### config.mk
export PLATFORM = sky130hd
export DESIGN_NAME = ffba_ctrl
export DESIGN_NICKNAME = d
export VERILOG_FILES = /design/src/rtl/core/ffba_pkg.sv /design/src/rtl/core/ffba_ctrl.sv
export SDC_FILE = /design/constraint.sdc
export NUM_CORES = 1
export LEC_CHECK = 0
export ABC_AREA = 1
export BUFFER_PORTS_ARGS = -buffer_cell sky130_fd_sc_hd__buf_2
export CORE_AREA = 2 2 39 41
export DETAILED_ROUTE_END_ITERATION = 7
export DIE_AREA = 0 0 41 43
export HOLD_SLACK_MARGIN = 0.12
export PLACE_DENSITY = 0.57
export SLEW_MARGIN = 20
export SYNTH_ARGS = -nofsm -noshare
export SYNTH_HDL_FRONTEND = slang
export SYNTH_SLANG_ARGS = --single-unit
### constraint.sdc
create_clock -name clk_i -period 1.55 [get_ports clk_i]
set_input_delay 0.155 -clock clk_i [delete_from_list [all_inputs] [get_ports clk_i]]
set_output_delay 0.155 -clock clk_i [all_outputs]
set_load 0.1 [all_outputs]
### src/rtl/core/ffba_pkg.sv
// Shared constants, codes and types of the first-fit block allocator.
`default_nettype none

package ffba_pkg;

  localparam int NUM_BLOCKS = 1024;
  localparam int TAG_BITS   = 8;
  localparam int ADDR_W     = $clog2(NUM_BLOCKS);
  localparam int CNT_W      = ADDR_W + 1;

  localparam int CMD_W  = 2;
  localparam int TAGF_W = 8;
  localparam int SIZE_W = 11;
  localparam int BLK_W  = 10;
  localparam int ST_W   = 2;

  localparam logic [CMD_W-1:0] CMD_ALLOC   = 2'd0;
  localparam logic [CMD_W-1:0] CMD_QUERY   = 2'd1;
  localparam logic [CMD_W-1:0] CMD_FREE    = 2'd2;
  localparam logic [CMD_W-1:0] CMD_COMPACT = 2'd3;

  localparam logic [ST_W-1:0] ST_OK       = 2'd0;
  localparam logic [ST_W-1:0] ST_NOSPACE  = 2'd1;
  localparam logic [ST_W-1:0] ST_NOTFOUND = 2'd2;
  localparam logic [ST_W-1:0] ST_INVALID  = 2'd3;

  typedef logic [TAG_BITS-1:0] tag_t;

  typedef struct packed {
    logic [CMD_W-1:0]  command;
    logic [TAGF_W-1:0] owner_tag;
    logic [SIZE_W-1:0] size_blocks;
  } req_t;

  typedef struct packed {
    logic [BLK_W-1:0] start_block;
    logic [BLK_W-1:0] end_block;
    logic [ST_W-1:0]  status;
  } rsp_t;

  // Controller to datapath
  typedef struct packed {
    logic start;     // latch a new word, reset scan state
    logic scan;      // walk the owner table
    logic fill;      // write the claimed run
    logic zero;      // clear the tail after compaction
    logic clear;     // clearing pass after reset
    logic load_out;  // capture the result word
  } dp_cmd_t;

  // Datapath to controller
  typedef struct packed {
    logic early_bad;   // request settled without a scan
    logic alloc_hit;   // free run long enough found
    logic query_end;   // first run of the tag has ended
    logic scan_last;   // last entry evaluated
    logic fill_last;   // last entry of the run written
    logic zero_last;   // tail clearing finished
    logic clear_last;  // last entry cleared
    logic is_compact;  // current word is a compaction
  } dp_sts_t;

endpackage

`default_nettype wire

### src/rtl/core/ffba_ctrl.sv
// Controller: sequences clearing, scan, fill and tail clearing, owns the handshakes.
`default_nettype none

module ffba_ctrl (
  input  wire                 clk_i,
  input  wire                 rst_ni,
  input  wire                 in_valid_i,
  output logic                in_ready_o,
  output logic                out_valid_o,
  input  wire                 out_ready_i,
  output ffba_pkg::dp_cmd_t   cmd_o,
  input  ffba_pkg::dp_sts_t   sts_i
);
  import ffba_pkg::*;

  localparam logic [2:0] S_CLEAR = 3'd0;
  localparam logic [2:0] S_IDLE  = 3'd1;
  localparam logic [2:0] S_CHECK = 3'd2;
  localparam logic [2:0] S_SCAN  = 3'd3;
  localparam logic [2:0] S_FILL  = 3'd4;
  localparam logic [2:0] S_ZERO  = 3'd5;
  localparam logic [2:0] S_DONE  = 3'd6;

  logic [2:0] state_q, state_d;
  logic       out_valid_q, out_valid_d;
  logic       can_load;

  assign can_load = !out_valid_q || out_ready_i;

  always_comb begin
    state_d     = state_q;
    out_valid_d = out_valid_q && !out_ready_i;
    cmd_o       = '0;
    in_ready_o  = 1'b0;

    case (state_q)
      S_CLEAR: begin
        cmd_o.clear = 1'b1;
        if (sts_i.clear_last) begin
          state_d = S_IDLE;
        end
      end
      S_IDLE: begin
        in_ready_o = 1'b1;
        if (in_valid_i) begin
          cmd_o.start = 1'b1;
          state_d     = S_CHECK;
        end
      end
      S_CHECK: begin
        state_d = sts_i.early_bad ? S_DONE : S_SCAN;
      end
      S_SCAN: begin
        cmd_o.scan = 1'b1;
        if (sts_i.alloc_hit) begin
          state_d = S_FILL;
        end else if (sts_i.query_end) begin
          state_d = S_DONE;
        end else if (sts_i.scan_last) begin
          state_d = sts_i.is_compact ? S_ZERO : S_DONE;
        end
      end
      S_FILL: begin
        cmd_o.fill = 1'b1;
        if (sts_i.fill_last) begin
          state_d = S_DONE;
        end
      end
      S_ZERO: begin
        cmd_o.zero = 1'b1;
        if (sts_i.zero_last) begin
          state_d = S_DONE;
        end
      end
      S_DONE: begin
        // Hold until the result register is free
        if (can_load) begin
          cmd_o.load_out = 1'b1;
          out_valid_d    = 1'b1;
          state_d        = S_IDLE;
        end
      end
      default: begin
        state_d = S_IDLE;
      end
    endcase
  end

  always_ff @(posedge clk_i or negedge rst_ni) begin
    if (!rst_ni) begin
      state_q     <= S_CLEAR;
      out_valid_q <= 1'b0;
    end else begin
      state_q     <= state_d;
      out_valid_q <= out_valid_d;
    end
  end

  assign out_valid_o = out_valid_q;

  a_clear_once: assert property (@(posedge clk_i) disable iff (!rst_ni)
    (state_q != S_CLEAR) |=> (state_q != S_CLEAR))
    else $error("clearing pass re-entered");

  a_hit_in_scan: assert property (@(posedge clk_i) disable iff (!rst_ni)
    sts_i.alloc_hit |-> (state_q == S_SCAN))
    else $error("allocation hit outside of scan");

  a_load_free: assert property (@(posedge clk_i) disable iff (!rst_ni)
    cmd_o.load_out |-> (!out_valid_q || out_ready_i))
    else $error("result overwritten before taken");

  a_accept_check: assert property (@(posedge clk_i) disable iff (!rst_ni)
    (in_valid_i && in_ready_o) |=> (state_q == S_CHECK))
    else $error("accepted word not checked");

endmodule

`default_nettype wire

Word-level counts from Yosys, hierarchy flattened
Cells that the tools add are included.
{"block": "classes", "eq_ne": 12, "n_reduce_logical": 6, "n_mux": 22}
{"operator": "2-to-1 mux 3 bit", "n": 9}
{"operator": "one-hot mux 3 bit (7 select lines)", "n": 1}
{"operator": "2-to-1 mux 1 bit", "n": 11}
{"operator": "inequality test 2 bit, second input constant", "n": 5}
{"operator": "equality test 3 bit, second input constant", "n": 3}
{"operator": "equality test 3 x 2 -> 1 bit, second input constant", "n": 2}
{"operator": "AND reduction 6 bit", "n": 1}
{"operator": "inequality test 4 bit, second input constant", "n": 1}
{"operator": "equality test 3 x 1 -> 1 bit, second input constant", "n": 1}
{"operator": "zero test 3 bit", "n": 1}
{"operator": "zero test 1 bit", "n": 2}
{"operator": "2-to-1 mux 2 bit", "n": 1}
{"operator": "logical AND 1 bit", "n": 1}
{"operator": "logical OR 1 bit", "n": 1}
{"block": "totals", "elab_cells": 42, "register_bits": 4, "output_inout_bits": 8, "input_bits": 12}

Logic depth before layout (Yosys ltp)
{"block": "logic_depth", "depth_word": 5, "depth_mapped": 10, "depth_no_buf": 9}

Worst setup path before layout
OpenSTA, ideal clock, no wires.
{"block": "synth_timing", "kind": "reg2out", "startpoint": "reg state_q[0]", "endpoint": "out cmd_o[3] (netlist bit)", "n_path_buf": 1, "required_time_ns": 1.395, "setup_slack_ns": -1.198, "stages_incl_launch_ff": 3, "arrival_ns": 2.593, "path_cell_list": "dfrtp_1 buf_6 nor3_1"}
{"item": "start: declaration", "line": "ffba_ctrl.sv:24", "source": "logic [2:0] state_q, state_d;"}
{"item": "start signal: assignment", "line": "ffba_ctrl.sv:94", "source": "state_q <= state_d;"}
{"item": "end: declaration", "line": "ffba_ctrl.sv:11", "source": "output ffba_pkg::dp_cmd_t cmd_o,"}

==> impl_metrics.csv <==
group,metric,value,unit
global_route,antenna_found_initial,0,
worst_setup_path,cp_cell_sequence,"buf_4 -> nor3_2 -> buf_12",
clock_network,cts_tree,"built",
drt,ant_nets,0,
synthesis,synth_top_area_cell,"dfrtp_1",
floorplan,core_area,1380,um2
placed_design,place_congestion,0.840,
job,maxCapViolations,0,
global_route,track_usage,13.3,%
worst_setup_path,startpoint,"state_q[1]$_DFFE_PN0P_",
synthesis,ys_types,14,
drt,wl_per_cell,9.14,um
placed_design,preCtsSetupSlack,0.134,ns
min_path,min_path_type,"in2reg",
floorplan,pin_count,20,
synthesis,postSynthCellCount,68,
timing,timing.final.crit_share,94.7,%
synthesis,muxShareOfSynthArea,0,%
layout,syn_to_final_growth,72.9,%
timing,fmax,0.681,GHz
clock_network,clkSlewWorstSetupHoldPaths,0.04,ns
global_route,grt_pass1_wl,1.66,mm
clock_network,root_buffer,"clkbuf_4",
drt,viasPerCell,4.55,
floorplan,chipHeight,43,um
worst_setup_path,reg2reg_depth,6,
global_route,grt_max_degree,13,
placed_design,hpwl,830,um
worst_setup_path,r2r_end,"state_q[0]$_DFFE_PN0P_",
min_path,worstHoldStart,"out_ready_i",
synthesis,syn_area,425,um2
synthesis,yosys.area_share.simple,55.3,%
synthesis,synth_compound_area_share,3.53,%
worst_setup_path,path_max_fanout,7,
min_path,holdPathEnd,"out_valid_o$_DFF_PN0_",
floorplan,die_width,41,um
timing,slew_headroom,68.0,%
synthesis,yosysTopAreaCellShare,23.5,%
clock_network,cts_buffer_depth,2,
drt,wirelength,1.01,mm
timing,period_needed,1.47,ns
synthesis,synth-seq-cells,4,
timing,timing.setup.tns,0,ns
layout,n_antenna_cell,0,
worst_setup_path,r2r-start,"state_q[2]$_DFFE_PN0P_",
worst_setup_path,worst-setup-path-type,"reg2out",
floorplan,dieArea,1760,um2
placed_design,placed_cells,103,
layout,layout-drive-gt1-share,49.5,%
layout,finalNetCount,108,
clock_network,clock-sinks,4,
timing,hold_viol_final,0,
worst_setup_path,cpMaxStageDelayCell,"dfrtp_2",
timing,worst_slew_pin_slew,0.483,ns
min_path,min_path_cells,2,
synthesis,synth_area_leaders,"dfrtp_1, nand3_1, nand2_1",
worst_setup_path,cp.required,1.39,ns
clock_network,cts.htree.levels,1,
worst_setup_path,reg2reg_setup_slack,0.26,ns
drt,num_vias,505,
synthesis,ys_warn_count,0,
global_route,grt.overflow.total,0,
timing,rsz0062_at_grt,"no",
timing,fin_skew,0.000261,ns
drt,drtIter0Drc,5,
drt,drc_errors,0,
synthesis,synth_xor_area_share,0,%
clock_network,cts_made_buffers,3,
worst_setup_path,path_buf_inv,2,
layout,fin_cells,111,
synthesis,ys_seq_area_share,23.5,%
worst_setup_path,cpPeakStageDelay,0.45,ns
synthesis,synth_nets,80,
timing,drv_slew,0,
global_route,grt_pass1_vias,453,
synthesis,synth_adder_area_share,0,%
worst_setup_path,path_delay_family,"flip-flops",
timing,fin_ws,0.0820,ns
worst_setup_path,startpoint_type,"register",
clock_network,clkLatencyLatePin,0.23,ns
timing,setup_viol,0,
floorplan,start_util,30.7,%
worst_setup_path,worst_setup_path_end_kind,"primary output",
synthesis,synth_area_per_cell,6.26,um2
synthesis,synth_top_family_by_area,"simple AND/OR/NAND/NOR gates",
outcome,outcome,"complete, no violations",
worst_setup_path,cp_data_arrival_time,1.31,ns
placed_design,placement.io_buffers,19,
drt,drtPass1Iterations,4,
floorplan,rows,14,
repair_timing:
action,CTS,global route
resized for setup,1,1
hold buffers,1,0
buffers inserted,0,3
setup endpoints to repair,1,2
pin swaps,0,0
hold endpoints to repair,4,0
cloned,0,0
routing by layer:
metal	track usage (%)	wire length, um	vias to the layer above
met5	0	0	-
met3	1.57	34	0
met2	21.9	528	10
met4	4.00	0	0
met1	17.3	450	230
li1	-	-	265
stage by stage:
stage | utilization [%] | area, um2 | hold WS (ns)
after CTS | 51.4 | 712 | 0.148
after global routing | 53.2 | 736 | 0.147
after floorplan | - | 465 | -0.141
after detailed placement | 48.7 | 674 | -0.0342
final | 53.2 | 736 | 0.144
after global placement | 48.7 | 674 | -0.0368
area by class of cell:
type                    count  area [um2]
fillers                   144         648
multi-input cells          50         289
repair buffers             26         255
flip-flops and latches      4         104
inverters                  11        41.3
clock buffers               4        26.3
well taps                  16        20.0
flip-flops by register name, summed over array words and instances (netlist names):
name         count
state_q          3
out_valid_o      1
worst max path at each step:
stage / end / slack (ns) / cells past startpoint
detailed placement: state_q[2]$_DFFE_PN0P_ / 0.13 / 7
global placement: state_q[2]$_DFFE_PN0P_ / 0.15 / 7
floorplan: cmd_o[3] / -0.35 / 2
CTS: cmd_o[0] / 0.007 / 5
global route: cmd_o[0] / 0.01 / 5
finish: cmd_o[3] / 0.08 / 3
cell usage after synthesis:
| master | number |
|---|---|
| buf_6 | 3 |
| dfrtp_1 | 4 |
| inv_1 | 7 |
| inv_2 | 4 |
| nand2_1 | 14 |
| nand2_2 | 2 |
| nand3_1 | 11 |
| nand3_2 | 2 |
| nand3b_1 | 2 |
| nor2_1 | 11 |
| nor2_2 | 1 |
| nor2_4 | 2 |
| nor3_1 | 2 |
| o21ai_0 | 3 |
cell families (layout without fill, tap and decap cells):
| kind of cell | after synthesis | count (layout) |
|---|---|---|
| compound gates | 3 | 3 |
| flops | 4 | 4 |
| buf+inv | 14 | 41 |
| simple gates | 47 | 47 |
worst register-to-register path: stages (launching register included):
cell and delay [ns]:
dfrtp_1 0.44, buf_4 0.19, o21ai_0 0.26, nand3_1 0.11
nand3_1 0.09, nand3_1 0.07, nand2_1 0.07
cell usage in the layout, fill, tap and decap left out, drive strengths merged:
cell type and count:
dlygate4sd3 1, nand3b 2, o21ai 3, nor3 2
nand2 16, nand3 13, nor2 14, dfrtp 4
clkbuf 4, inv 11, buf 25
Power is not shown: default switching activity piles up to over one toggle a cycle in this logic, so the estimate is an artifact.
